`src/hdl/assert_macros.svh`:
```
// assert_macros.svh: assertion shorthands sampled on clk, off while arst_n is low.
// No dependencies; taken in by the shader top level.
`ifndef ASSERT_MACROS_SVH
`define ASSERT_MACROS_SVH

// Plain property check.
`define RRPS_ASSERT(label, prop, msg) \
	label: assert property (@(posedge clk) disable iff (!arst_n) (prop)) else $error(msg);

// Same-cycle implication check.
`define RRPS_ASSERT_IMPL(label, ante, cons, msg) \
	label: assert property (@(posedge clk) disable iff (!arst_n) (ante) |-> (cons)) \
		else $error(msg);

`endif

```
`src/hdl/rrps_pkg.sv`:
```
// rrps_pkg: widths, constants, register indexes and beat types of the
// rounded rectangle pixel shader. No dependencies.
package rrps_pkg;

	localparam int PIXEL_BYTES = 4;
	localparam int FRAC_BITS   = 8;

	localparam int COORD_W   = 12;
	localparam int LEN_W     = 13;
	localparam int RAD_W     = 12;
	localparam int COLOR_W   = 24;
	localparam int CH_W      = 8;
	localparam int NUM_CH    = COLOR_W / CH_W;
	localparam int PITCH_W   = 15;
	localparam int OFS_W     = 26;
	localparam int CFG_W     = 24;
	localparam int CFG_IDX_W = 3;

	localparam int POS_W   = LEN_W + 1;
	localparam int DELTA_W = RAD_W + 1;
	localparam int SQR_W   = 2 * RAD_W;
	localparam int D2_W    = SQR_W + 1;

	localparam int SQRT_IN_W       = D2_W + 2 * FRAC_BITS;
	localparam int ROOT_DIGITS     = (SQRT_IN_W + 1) / 2;
	localparam int DIGITS_PER_STEP = 2;
	localparam int SQRT_STAGES     = (ROOT_DIGITS + DIGITS_PER_STEP - 1) / DIGITS_PER_STEP;
	localparam int ROOT_W          = SQRT_STAGES * DIGITS_PER_STEP;
	localparam int PAD_W           = 2 * ROOT_W;
	localparam int REM_W           = ROOT_W + 2;

	localparam int ALPHA_W = FRAC_BITS + 1;
	localparam int MIX_W   = CH_W + ALPHA_W;
	localparam logic [ALPHA_W-1:0] ALPHA_ONE = ALPHA_W'(1) << FRAC_BITS;

	localparam logic [COORD_W-1:0] RESET_LEFT   = '0;
	localparam logic [COORD_W-1:0] RESET_TOP    = '0;
	localparam logic [LEN_W-1:0]   RESET_WIDTH  = LEN_W'(16);
	localparam logic [LEN_W-1:0]   RESET_HEIGHT = LEN_W'(16);
	localparam logic [RAD_W-1:0]   RESET_RADIUS = '0;
	localparam logic [COLOR_W-1:0] RESET_COLOR  = '0;
	localparam logic [PITCH_W-1:0] RESET_PITCH  = PITCH_W'(4096);

	typedef enum logic [CFG_IDX_W-1:0] {
		CFG_RECT_LEFT    = 3'd0,
		CFG_RECT_TOP     = 3'd1,
		CFG_RECT_WIDTH   = 3'd2,
		CFG_RECT_HEIGHT  = 3'd3,
		CFG_ROUND_RADIUS = 3'd4,
		CFG_INNER_COLOR  = 3'd5,
		CFG_EDGE_COLOR   = 3'd6,
		CFG_ROW_PITCH    = 3'd7
	} cfg_reg_t;

	typedef struct packed {
		logic [COORD_W-1:0] pixel_x;
		logic [COORD_W-1:0] pixel_y;
	} pixel_t;

	typedef struct packed {
		logic               write_pixel;
		logic [COLOR_W-1:0] pixel_color;
		logic [OFS_W-1:0]   byte_offset;
	} result_t;

endpackage

```
`src/hdl/rounded_rect_pixel_shader_unit.sv`:
```
// rounded_rect_pixel_shader_unit: rounded rectangle coverage, rim blend and
// framebuffer offset for one pixel per beat. Depends on rrps_pkg, assert_macros.svh.
//
// Pixel channel: pixel_valid / pixel_stall / pixel_data carry one coordinate
// per beat. Result channel: result_valid / result_stall / result_data carry
// exactly one result per pixel, in order. Configuration: cfg_we writes
// cfg_data into the register at cfg_index in the same edge; write only while
// no pixel is in flight.
// Throughput is one pixel per cycle while result_stall stays low. The depth is
// set by the square root unit, eleven stages of two root digits each, plus six
// stages of window test, squaring, alpha and colour mix.
// Each stage holds its beat while the one after it is full and stuck, so a
// stall on result_stall backs up stage by stage and empty stages keep filling;
// pixel_stall rises only when the first two stages are both full and held.
// Reset empties the pipeline and loads the register reset values: origin 0,
// 16 by 16, radius 0, black colours, pitch 4096.
`include "assert_macros.svh"

module rounded_rect_pixel_shader_unit
	import rrps_pkg::*;
(
	input  logic                 clk,
	input  logic                 arst_n,
	input  logic                 pixel_valid,
	output logic                 pixel_stall,
	input  pixel_t               pixel_data,
	output logic                 result_valid,
	input  logic                 result_stall,
	output result_t              result_data,
	input  logic                 cfg_we,
	input  logic [CFG_IDX_W-1:0] cfg_index,
	input  logic [CFG_W-1:0]     cfg_data
);

	typedef struct packed {
		logic             write;
		logic             blend;
		logic [OFS_W-1:0] ofs;
	} side_t;

	logic [COORD_W-1:0] left_q;
	logic [COORD_W-1:0] top_q;
	logic [LEN_W-1:0]   width_q;
	logic [LEN_W-1:0]   height_q;
	logic [RAD_W-1:0]   rad_q;
	logic [COLOR_W-1:0] inner_q;
	logic [COLOR_W-1:0] edge_q;
	logic [PITCH_W-1:0] pitch_q;

	logic signed [POS_W-1:0] wmr_q;
	logic signed [POS_W-1:0] hmr_q;
	logic signed [POS_W-1:0] rm1_q;
	logic [SQR_W-1:0]        rr_q;
	logic [SQR_W-1:0]        rm1sq_q;
	logic [RAD_W-1:0]        rad_m1;

	logic vld_s1, vld_s2, vld_s3, vld_s4, vld_s6, vld_s7;
	logic rdy_s1, rdy_s2, rdy_s3, rdy_s4, rdy_s6, rdy_s7;
	logic vld_s5 [SQRT_STAGES];
	logic rdy_s5 [SQRT_STAGES];

	logic [COORD_W-1:0] x_s1, y_s1;
	logic [POS_W-1:0]   u_s1, v_s1;

	logic                        inside_c, lft_c, rgt_c, top_c, bot_c;
	logic [POS_W-1:0]            dx_c, dy_c;
	logic [COORD_W+PITCH_W-1:0]  row_prod_c;
	logic                        inside_s2;
	logic signed [DELTA_W-1:0]   dx_s2, dy_s2;
	logic [OFS_W-1:0]            ofs_row_s2, ofs_col_s2;

	logic [2*DELTA_W-1:0] sqx_c, sqy_c;
	logic                 inside_s3;
	logic [SQR_W-1:0]     sqx_s3, sqy_s3;
	logic [OFS_W-1:0]     ofs_s3;

	logic             inside_s4;
	logic [D2_W-1:0]  d2_s4;
	logic [OFS_W-1:0] ofs_s4;

	logic [ROOT_W-1:0] root_s5 [SQRT_STAGES];
	logic [REM_W-1:0]  rem_s5  [SQRT_STAGES];
	logic [D2_W-1:0]   d2_s5   [SQRT_STAGES];
	side_t             side_s5 [SQRT_STAGES];

	logic [ROOT_W:0]    rad_fx_c, diff_c;
	logic [ALPHA_W-1:0] alpha_c;
	logic               write_s6;
	logic [OFS_W-1:0]   ofs_s6;
	logic [ALPHA_W-1:0] alpha_s6;

	logic [MIX_W-1:0]   mix_c [NUM_CH];
	logic [COLOR_W-1:0] color_c;
	result_t            res_s7;

	// configuration registers
	always_ff @(posedge clk or negedge arst_n) begin
		if (!arst_n) begin
			left_q   <= RESET_LEFT;
			top_q    <= RESET_TOP;
			width_q  <= RESET_WIDTH;
			height_q <= RESET_HEIGHT;
			rad_q    <= RESET_RADIUS;
			inner_q  <= RESET_COLOR;
			edge_q   <= RESET_COLOR;
			pitch_q  <= RESET_PITCH;
		end else if (cfg_we) begin
			unique case (cfg_reg_t'(cfg_index))
				CFG_RECT_LEFT:    left_q   <= cfg_data[COORD_W-1:0];
				CFG_RECT_TOP:     top_q    <= cfg_data[COORD_W-1:0];
				CFG_RECT_WIDTH:   width_q  <= cfg_data[LEN_W-1:0];
				CFG_RECT_HEIGHT:  height_q <= cfg_data[LEN_W-1:0];
				CFG_ROUND_RADIUS: rad_q    <= cfg_data[RAD_W-1:0];
				CFG_INNER_COLOR:  inner_q  <= cfg_data[COLOR_W-1:0];
				CFG_EDGE_COLOR:   edge_q   <= cfg_data[COLOR_W-1:0];
				CFG_ROW_PITCH:    pitch_q  <= cfg_data[PITCH_W-1:0];
				default: ;
			endcase
		end
	end

	// corner geometry derived from the registers
	assign rad_m1 = rad_q - RAD_W'(1);

	always_ff @(posedge clk) begin
		wmr_q   <= POS_W'(width_q) - POS_W'(rad_q);
		hmr_q   <= POS_W'(height_q) - POS_W'(rad_q);
		rm1_q   <= POS_W'(rad_q) - POS_W'(1);
		rr_q    <= SQR_W'(rad_q) * SQR_W'(rad_q);
		rm1sq_q <= SQR_W'(rad_m1) * SQR_W'(rad_m1);
	end

	// stage handshake: a stage loads when empty or when its beat moves on
	assign rdy_s7      = !vld_s7 || !result_stall;
	assign rdy_s6      = !vld_s6 || rdy_s7;
	assign rdy_s4      = !vld_s4 || rdy_s5[0];
	assign rdy_s3      = !vld_s3 || rdy_s4;
	assign rdy_s2      = !vld_s2 || rdy_s3;
	assign rdy_s1      = !vld_s1 || rdy_s2;
	assign pixel_stall = !rdy_s1;

	always_ff @(posedge clk or negedge arst_n) begin
		if (!arst_n) begin
			vld_s1 <= 1'b0;
			vld_s2 <= 1'b0;
			vld_s3 <= 1'b0;
			vld_s4 <= 1'b0;
			vld_s6 <= 1'b0;
			vld_s7 <= 1'b0;
		end else begin
			if (rdy_s1) vld_s1 <= pixel_valid;
			if (rdy_s2) vld_s2 <= vld_s1;
			if (rdy_s3) vld_s3 <= vld_s2;
			if (rdy_s4) vld_s4 <= vld_s3;
			if (rdy_s6) vld_s6 <= vld_s5[SQRT_STAGES-1];
			if (rdy_s7) vld_s7 <= vld_s6;
		end
	end

	// s1: window-relative position
	always_ff @(posedge clk) begin
		if (rdy_s1) begin
			x_s1 <= pixel_data.pixel_x;
			y_s1 <= pixel_data.pixel_y;
			u_s1 <= POS_W'(pixel_data.pixel_x) - POS_W'(left_q);
			v_s1 <= POS_W'(pixel_data.pixel_y) - POS_W'(top_q);
		end
	end

	// s2: window test, corner pick, row offset
	assign inside_c = !u_s1[POS_W-1] && !v_s1[POS_W-1]
		&& (u_s1 < POS_W'(width_q)) && (v_s1 < POS_W'(height_q));
	assign lft_c = u_s1 < POS_W'(rad_q);
	assign top_c = v_s1 < POS_W'(rad_q);
	assign rgt_c = $signed(u_s1) >= wmr_q;
	assign bot_c = $signed(v_s1) >= hmr_q;

	always_comb begin
		dx_c = '0;
		dy_c = '0;
		if (lft_c && top_c) begin
			dx_c = u_s1 - rm1_q;
			dy_c = v_s1 - rm1_q;
		end else if (rgt_c && top_c) begin
			dx_c = u_s1 - wmr_q;
			dy_c = v_s1 - rm1_q;
		end else if (lft_c && bot_c) begin
			dx_c = u_s1 - rm1_q;
			dy_c = v_s1 - hmr_q;
		end else if (rgt_c && bot_c) begin
			dx_c = u_s1 - wmr_q;
			dy_c = v_s1 - hmr_q;
		end
	end

	assign row_prod_c = (COORD_W+PITCH_W)'(y_s1) * (COORD_W+PITCH_W)'(pitch_q);

	always_ff @(posedge clk) begin
		if (rdy_s2) begin
			inside_s2  <= inside_c;
			dx_s2      <= dx_c[DELTA_W-1:0];
			dy_s2      <= dy_c[DELTA_W-1:0];
			ofs_row_s2 <= row_prod_c[OFS_W-1:0];
			ofs_col_s2 <= OFS_W'(x_s1) * OFS_W'(PIXEL_BYTES);
		end
	end

	// s3: squares, full offset
	assign sqx_c = (2*DELTA_W)'(dx_s2) * (2*DELTA_W)'(dx_s2);
	assign sqy_c = (2*DELTA_W)'(dy_s2) * (2*DELTA_W)'(dy_s2);

	always_ff @(posedge clk) begin
		if (rdy_s3) begin
			inside_s3 <= inside_s2;
			sqx_s3    <= sqx_c[SQR_W-1:0];
			sqy_s3    <= sqy_c[SQR_W-1:0];
			ofs_s3    <= ofs_row_s2 + ofs_col_s2;
		end
	end

	// s4: squared distance
	always_ff @(posedge clk) begin
		if (rdy_s4) begin
			inside_s4 <= inside_s3;
			d2_s4     <= D2_W'(sqx_s3) + D2_W'(sqy_s3);
			ofs_s4    <= ofs_s3;
		end
	end

	// s5: square root of d2 scaled by 2^(2*FRAC_BITS), two digits per stage
	for (genvar k = 0; k < SQRT_STAGES; k++) begin : g_sqrt
		logic [ROOT_W-1:0] root_in, root_c;
		logic [REM_W-1:0]  rem_in, rem_c, trial;
		logic [D2_W-1:0]   d2_in;
		logic [PAD_W-1:0]  pad;
		side_t             side_in;
		logic              vld_in, rdy_next;

		if (k == 0) begin : g_head
			assign root_in       = '0;
			assign rem_in        = '0;
			assign d2_in         = d2_s4;
			assign vld_in        = vld_s4;
			assign side_in.write = inside_s4 && !(d2_s4 > D2_W'(rr_q));
			assign side_in.blend = (rad_q == '0) || (d2_s4 > D2_W'(rm1sq_q));
			assign side_in.ofs   = ofs_s4;
		end else begin : g_body
			assign root_in = root_s5[k-1];
			assign rem_in  = rem_s5[k-1];
			assign d2_in   = d2_s5[k-1];
			assign vld_in  = vld_s5[k-1];
			assign side_in = side_s5[k-1];
		end

		if (k == SQRT_STAGES - 1) begin : g_tail
			assign rdy_next = rdy_s6;
		end else begin : g_link
			assign rdy_next = rdy_s5[k+1];
		end

		assign rdy_s5[k] = !vld_s5[k] || rdy_next;
		assign pad = {{(PAD_W - SQRT_IN_W){1'b0}}, d2_in, {(2 * FRAC_BITS){1'b0}}};

		always_comb begin
			root_c = root_in;
			rem_c  = rem_in;
			trial  = '0;
			for (int j = 0; j < DIGITS_PER_STEP; j++) begin
				rem_c = {rem_c[REM_W-3:0],
					pad[PAD_W-1-2*(DIGITS_PER_STEP*k+j) -: 2]};
				trial = {root_c, 2'b01};
				if (rem_c >= trial) begin
					rem_c  = rem_c - trial;
					root_c = {root_c[ROOT_W-2:0], 1'b1};
				end else begin
					root_c = {root_c[ROOT_W-2:0], 1'b0};
				end
			end
		end

		always_ff @(posedge clk or negedge arst_n) begin
			if (!arst_n) begin
				vld_s5[k] <= 1'b0;
			end else if (rdy_s5[k]) begin
				vld_s5[k] <= vld_in;
			end
		end

		always_ff @(posedge clk) begin
			if (rdy_s5[k]) begin
				root_s5[k] <= root_c;
				rem_s5[k]  <= rem_c;
				d2_s5[k]   <= d2_in;
				side_s5[k] <= side_in;
			end
		end
	end

	// s6: alpha from radius minus distance, clamp to one
	assign rad_fx_c = (ROOT_W+1)'({rad_q, {FRAC_BITS{1'b0}}});
	assign diff_c   = rad_fx_c - {1'b0, root_s5[SQRT_STAGES-1]};

	always_comb begin
		if (!side_s5[SQRT_STAGES-1].blend) begin
			alpha_c = ALPHA_ONE;
		end else if (diff_c[ROOT_W]) begin
			alpha_c = '0;
		end else if (diff_c > (ROOT_W+1)'(ALPHA_ONE)) begin
			alpha_c = ALPHA_ONE;
		end else begin
			alpha_c = diff_c[ALPHA_W-1:0];
		end
	end

	always_ff @(posedge clk) begin
		if (rdy_s6) begin
			write_s6 <= side_s5[SQRT_STAGES-1].write;
			ofs_s6   <= side_s5[SQRT_STAGES-1].ofs;
			alpha_s6 <= alpha_c;
		end
	end

	// s7: per-channel blend, drop colour and offset of unwritten pixels
	always_comb begin
		for (int c = 0; c < NUM_CH; c++) begin
			mix_c[c] = MIX_W'(inner_q[c*CH_W +: CH_W]) * MIX_W'(alpha_s6)
				+ MIX_W'(edge_q[c*CH_W +: CH_W]) * MIX_W'(ALPHA_ONE - alpha_s6);
			color_c[c*CH_W +: CH_W] = mix_c[c][FRAC_BITS +: CH_W];
		end
	end

	always_ff @(posedge clk) begin
		if (rdy_s7) begin
			res_s7.write_pixel <= write_s6;
			res_s7.pixel_color <= write_s6 ? color_c : '0;
			res_s7.byte_offset <= write_s6 ? ofs_s6 : '0;
		end
	end

	assign result_valid = vld_s7;
	assign result_data  = res_s7;

	`RRPS_ASSERT(a_stall_needs_full, !pixel_stall || (vld_s1 && vld_s2), "pixel stall while front stages have room")
	`RRPS_ASSERT_IMPL(a_nowrite_zero, result_valid && !result_data.write_pixel, result_data.pixel_color == '0 && result_data.byte_offset == '0, "unwritten pixel carries colour or offset")
	`RRPS_ASSERT_IMPL(a_alpha_range, vld_s6, alpha_s6 <= ALPHA_ONE, "alpha above one")
	`RRPS_ASSERT_IMPL(a_zero_radius_edge, result_valid && result_data.write_pixel && rad_q == '0, result_data.pixel_color == edge_q, "zero radius pixel not edge colour")

endmodule

```
`config.mk`:
```
export PLATFORM = sky130hd
export DESIGN_NAME = rounded_rect_pixel_shader_unit
export DESIGN_NICKNAME = d
export VERILOG_FILES = /design/src/hdl/rrps_pkg.sv /design/src/hdl/rounded_rect_pixel_shader_unit.sv
export VERILOG_INCLUDE_DIRS = /design/src /design/src/hdl
export SDC_FILE = /design/constraint.sdc
export NUM_CORES = 2
export LEC_CHECK = 0
export BUFFER_PORTS_ARGS = -buffer_cell sky130_fd_sc_hd__buf_2
export CAP_MARGIN = 20
export CORE_ASPECT_RATIO = 1.5
export CORE_UTILIZATION = 53
export CTS_CLUSTER_DIAMETER = 100
export CTS_CLUSTER_SIZE = 10
export DETAILED_ROUTE_END_ITERATION = 12
export PLACE_DENSITY = 0.76
export SKIP_CTS_REPAIR_TIMING = 1
export SLEW_MARGIN = 10
export SYNTH_ARGS = -nofsm -noshare
export SYNTH_HDL_FRONTEND = slang
export SYNTH_SLANG_ARGS = --single-unit
```
`constraint.sdc`:
```
create_clock -name clk -period 11.9 [get_ports clk]
set_input_delay 0 -clock clk [delete_from_list [all_inputs] [get_ports clk]]
set_output_delay 0 -clock clk [all_outputs]
set_load 0.03 [all_outputs]
```
Yosys cells after proc, flatten, opt, wreduce, memory -nomap -nowiden
Memories as Yosys holds them, arrays and structs flattened.
Index checks and enable logic that the tools add are counted.
Widths: inputs -> output; s select.
- register bits: 560
- memory bits (writable): 1089
- input bits: 56
- output and inout port bits: 53
- logic and storage cells: 277
- memories kept: 4
- memory list (name ; words ; width ; read ports ; clocked after Yosys merged registers in ; wr ports ; line ; source):
    side_s5 ; 11 ; 28 ; 11 ; 0 ; 11 ; rounded_rect_pixel_shader_unit.sv:84 ; side_t side_s5 [SQRT_STAGES];
    d2_s5 ; 11 ; 25 ; 10 ; 0 ; 11 ; rounded_rect_pixel_shader_unit.sv:83 ; logic [D2_W-1:0] d2_s5 [SQRT_STAGES];
    rem_s5 ; 11 ; 24 ; 10 ; 0 ; 11 ; rounded_rect_pixel_shader_unit.sv:82 ; logic [REM_W-1:0] rem_s5 [SQRT_STAGES];
    root_s5 ; 11 ; 22 ; 11 ; 0 ; 11 ; rounded_rect_pixel_shader_unit.sv:81 ; logic [ROOT_W-1:0] root_s5 [SQRT_STAGES];
- add/sub/neg operators: 38
- multiply operators: 11
- order comparisons: 30
- eq/ne operators: 7
- mux-type cells: 74
- bitwise gates (word level): 1
- reduce and logical (&&, ||, !) cells: 59
- operators by type and width (cell ; count):
    $ge 24x24->1 ; 20
    $mux 24 ; 11
    $sub 24x24->24 ; 10
    $mux 22 ; 10
    $sub 22x22->22 ; 10
    $mux 13 ; 8
    $sub 13x13->13 ; 4
    $gt 25x24->1 ; 2
    $add 16x16->16 ; 3
    $mul 12x12->24 ; 2
    $mul 13x13->24 ; 2
    $mul 8x9->16 ; 3
    $mux 1 ; 43
    $mul 8x17->16 ; 2
    $ge 13x14->1 ; 2
    $lt 14x12->1 ; 2
    $lt 14x13->1 ; 2
    $sub 13x12->14 ; 2
    $add 26x14->26 ; 1
    $mul 12x15->26 ; 1
    $sub 12x12->13 ; 2
    $add 24x24->25 ; 1
    $gt 23x9->1 const B ; 1
    $sub 20x22->23 ; 1
    other kinds (18) ; 75

Depth between registers and ports, before layout
- word-level depth: 19
- gate-level depth with buffers: 29
- mapped depth without buffers: 27

Worst setup path after synthesis
Ideal clock, no wire load.
- path type: register -> register
- from: register rad_q[0]
- to: register rm1sq_q[23]
- arrival: 6.974 ns
- required time: 11.828 ns
- setup slack: 4.854 ns
- cell stages (with the launch flop): 27
- clock period less this slack: 7.046 ns
- cell sequence: dfrtp_1 -> clkbuf_1 -> inv_1 -> buf_1 -> ha_1 -> nand2_1 -> nor3_1 -> nand2_1 -> xnor2_1 -> inv_1 -> nand2_1 -> fa_1 -> fa_1 -> inv_1 -> fa_1 -> fa_1 -> inv_1 -> fa_1 -> inv_1 -> ha_1 -> or3_1 -> o31ai_1 -> o21ai_0 -> or4_1 -> a31o_2 -> a21oi_1 -> xnor2_1
- word-level cells in the longest chain between the ends: 2
- ends and longest elaborated chain (what ; line ; source):
    start: declaration ; rounded_rect_pixel_shader_unit.sv:45 ; logic [RAD_W-1:0] rad_q;
    start signal: assignment ; rounded_rect_pixel_shader_unit.sv:113 ; CFG_ROUND_RADIUS: rad_q <= cfg_data[RAD_W-1:0];
    $sub 12x1->12 ; rounded_rect_pixel_shader_unit.sv:123 ; assign rad_m1 = rad_q - RAD_W'(1);
    named net rad_m1[0] ; rounded_rect_pixel_shader_unit.sv:55 ; logic [RAD_W-1:0] rad_m1;
    $mul 12x12->24 ; rounded_rect_pixel_shader_unit.sv:130 ; rm1sq_q <= SQR_W'(rad_m1) * SQR_W'(rad_m1);
    end signal: assignment ; rounded_rect_pixel_shader_unit.sv:130 ;
    end: declaration ; rounded_rect_pixel_shader_unit.sv:54 ; logic [SQR_W-1:0] rm1sq_q;
The timed path passes the listed nets, and every way through them passes these cells.
A chain may end at the register's enable or synchronous reset.

Final worst setup path
Same ends and word-level chain as after synthesis.

==> results.md <==
- Syn Inst Count: 9537
- Longest Clk Path Bufs: 4
- Mapped cell area: 101000 µm²
- Largest net degree at the start of global routing: 73
- I/O Buffers: 108
- Max Cap Viol: 0
- Cell accounting for the most synthesized area: edfxtp_1
- Mapped Nets: 11461
- Hold Slack: 6.94 ps
- Endpoint class of the critical path: flip-flop
- Seq/Total Area, Yosys: 36.0%
- Max frequency: 123 MHz
- Worst Path Arrival: 8850 ps
- Area Growth Syn to Fin: 8.43%
- RSZ-0062 raised after global routing: false
- Fin nets: 11613
- Fillcell total: 15557
- Hold Crit Start: cfg_data[20]
- Ys flop type: edfxtp_1
- Crit start category: flip-flop
- Cell row count: 195
- # DRC: 0
- Post-route cell area: 110000 µm²
- Async S/R FF share, synth: 11.2%
- CTS tree: built
- First-pass GRT wire length: 384000 µm
- Clock Skew: 74.4 ps
- # H-tree levels: 4
- Share of cells above drive strength 1: 5.59%
- 1st-iter DRT viols: 4283
- Min Tclk post-route: 8150 ps
- Synth top area share: 30.8%
- Via count: 69130
- Synthesis warning total: 0
- Gr usage total: 25.5%
- Sink Count: 1264
- GR Overflow Total: 0
- Crit path launch: rad_q[0]
- Min-Delay Path Class: input pin to flip-flop
- EDFF count, synth: 1036
- CP required: 12600 ps
- Die H: 537 µm
- Die outline area: 192000 µm²
- Kind of critical path: flip-flop to flip-flop
- Detailed Routing Iterations Pass 1: 8
- Most common cell in the synthesized netlist: inv_1
- Wire length per cell: 19.6 µm
- Clk pin slew, worst setup/hold paths: 60 ps
- Area of the multi-input gates: 57900 µm²
- DR vias/cell: 5.64
- Remaining antenna violation count: 0
- Synth area leaders: edfxtp_1 31%, fa_1 19%, ha_1 12%
- RD Place Congestion: 0.942
- Slew Viols, Final: 0
- Reg2reg start: rad_q[0]
- TritonCTS Buffers: 154
- Post-synth top cells: 1532 x inv_1, 1036 x edfxtp_1, 936 x fa_1, 932 x ha_1, 891 x nand2_1
- Setup TNS: 0 ps
- Final Cycle Share: 68.5%
- Initial core utilization: 53.5%
- Worst slew pin tran: 1010 ps
- Storage element area: 36400 µm²
- Total Wirelength: 240000 µm
- Critical path fanouts, max: 18
- Status: completed
- Setup violators final: 0
- Final Hold Viols: 0
- Syn_area_per_cell: 10.6 µm²
- Clock root cell: clkbuf_16
- Yosys cell types: 91
- CORE AREA: 189000 µm²
- Die width: 358 µm
- Ports: 109
- Placed cell areas: 104000 µm²
- Max_slew headroom: 32.5%
- Number of global-route vias before repair: 74041
- Clock latency on the worst-skew pair: 850 ps
- Synthesized flop and latch total: 1264
- Antenna violations before repair: 4
- Final HPWL DP: 184000 µm
## per-layer routing
layer  global-route usage (%)  vias up  part of all wire [%]
met1                     27.8    34373                    36
li1                         -    31960                     -
met5                        0        -                0.0062
met2                     47.2     2017                    53
met3                     3.04      778                   4.5
met4                     14.5        2                   6.2
## worst max-delay path: stages, from the launching register on
cell and delay [ps]:
dfrtp_1 770, inv_1 500, ha_1 380, nand2_1 120, nor3_1 90, xnor2_1 760
inv_1 360, nor2_1 290, fa_1 460, fa_1 530, inv_1 60, fa_1 550
fa_1 430, fa_1 500, inv_1 40, ha_1 310, a21oi_1 190, a211oi_1 110
o31ai_1 380, o21ai_0 200, or4_1 450, a31o_2 250, a21oi_1 170, xnor2_1 130
## cell type report
class	instances	share of cell area [%]
clock inverter	9	0.109
antenna	1	0.00228
clock buffer	251	3.93
timing repair buffer	257	1.75
tap	2462	2.81
inverter	1539	5.27
multi-input combinational	6473	52.9
sequential	1264	33.2
## per-stage QoR
stage                     utilization (%)  worst slack, ps  std cells
final                                58.0             3750      12256
after global routing                 58.0             3320      12256
after CTS                            57.5             3840      12165
after detailed placement             55.2             3910      11905
after global placement               55.2             4110      11904
after floorplan                         -             4850       9537
## state kept, by name (all words and copies together) (netlist names), 23 cells and up
name         flops
d2_s4           25
side_s5        308
d2_s5           86
rr_q            23
sqx_s3          23
ofs_row_s2      26
sqy_s3          23
inner_q         24
edge_q          24
ofs_s6          26
rem_s5         199
root_s5        116
ofs_s4          26
result_data     51
rm1sq_q         23
ofs_s3          26
## worst paths after layout
kind / slack [ps] / to / cells after the start
worst max register to register: 3750 / rm1sq_q[23] / 23
max in group asynchronous: 10250 / inner_q[16] / 5
min in group asynchronous: 240 / pitch_q[12] / 3
worst max-delay path: 3750 / rm1sq_q[23] / 23
worst min-delay path: 7 / edge_q[20] / 3
worst min register to register: 380 / side_s5[2][0] / 0
## logic make-up after synthesis
logic type | count (synthesis) | share of synthesized area (%)
AO/OA/AOI/OAI | 1296 | 8.17
other | 1 | 0.00371
flip-flops | 1264 | 36.0
XOR/XNOR | 572 | 4.99
adder cells (fa/ha/maj) | 1868 | 30.1
buffers and inverters | 1800 | 6.70
AND/OR/NAND/NOR | 2601 | 12.5
multiplexers | 135 | 1.49
## cell usage in the layout, fill, tap and decap left out, drive strengths merged, types with 33 or more instances in the layout
master / n
ha: 932
a21boi: 61
a21oi: 340
inv: 1535
xnor2: 374
nand4: 55
or2: 40
or3: 49
dlygate4sd3: 86
nand3: 113
mux2: 123
nor4: 43
buf: 169
nor3: 150
clkbuf: 252
o21ai: 348
nand2b: 100
a211oi: 41
nor2b: 95
dfrtp: 139
and3: 40
dfxtp: 86
xor2: 196
nor2: 515
a21o: 144
and2: 415
o31ai: 33
o21a: 50
nand2: 891
fa: 936
edfxtp: 1036
Power is not shown: default switching activity piles up to over one toggle a cycle in this logic, so the estimate is an artifact.
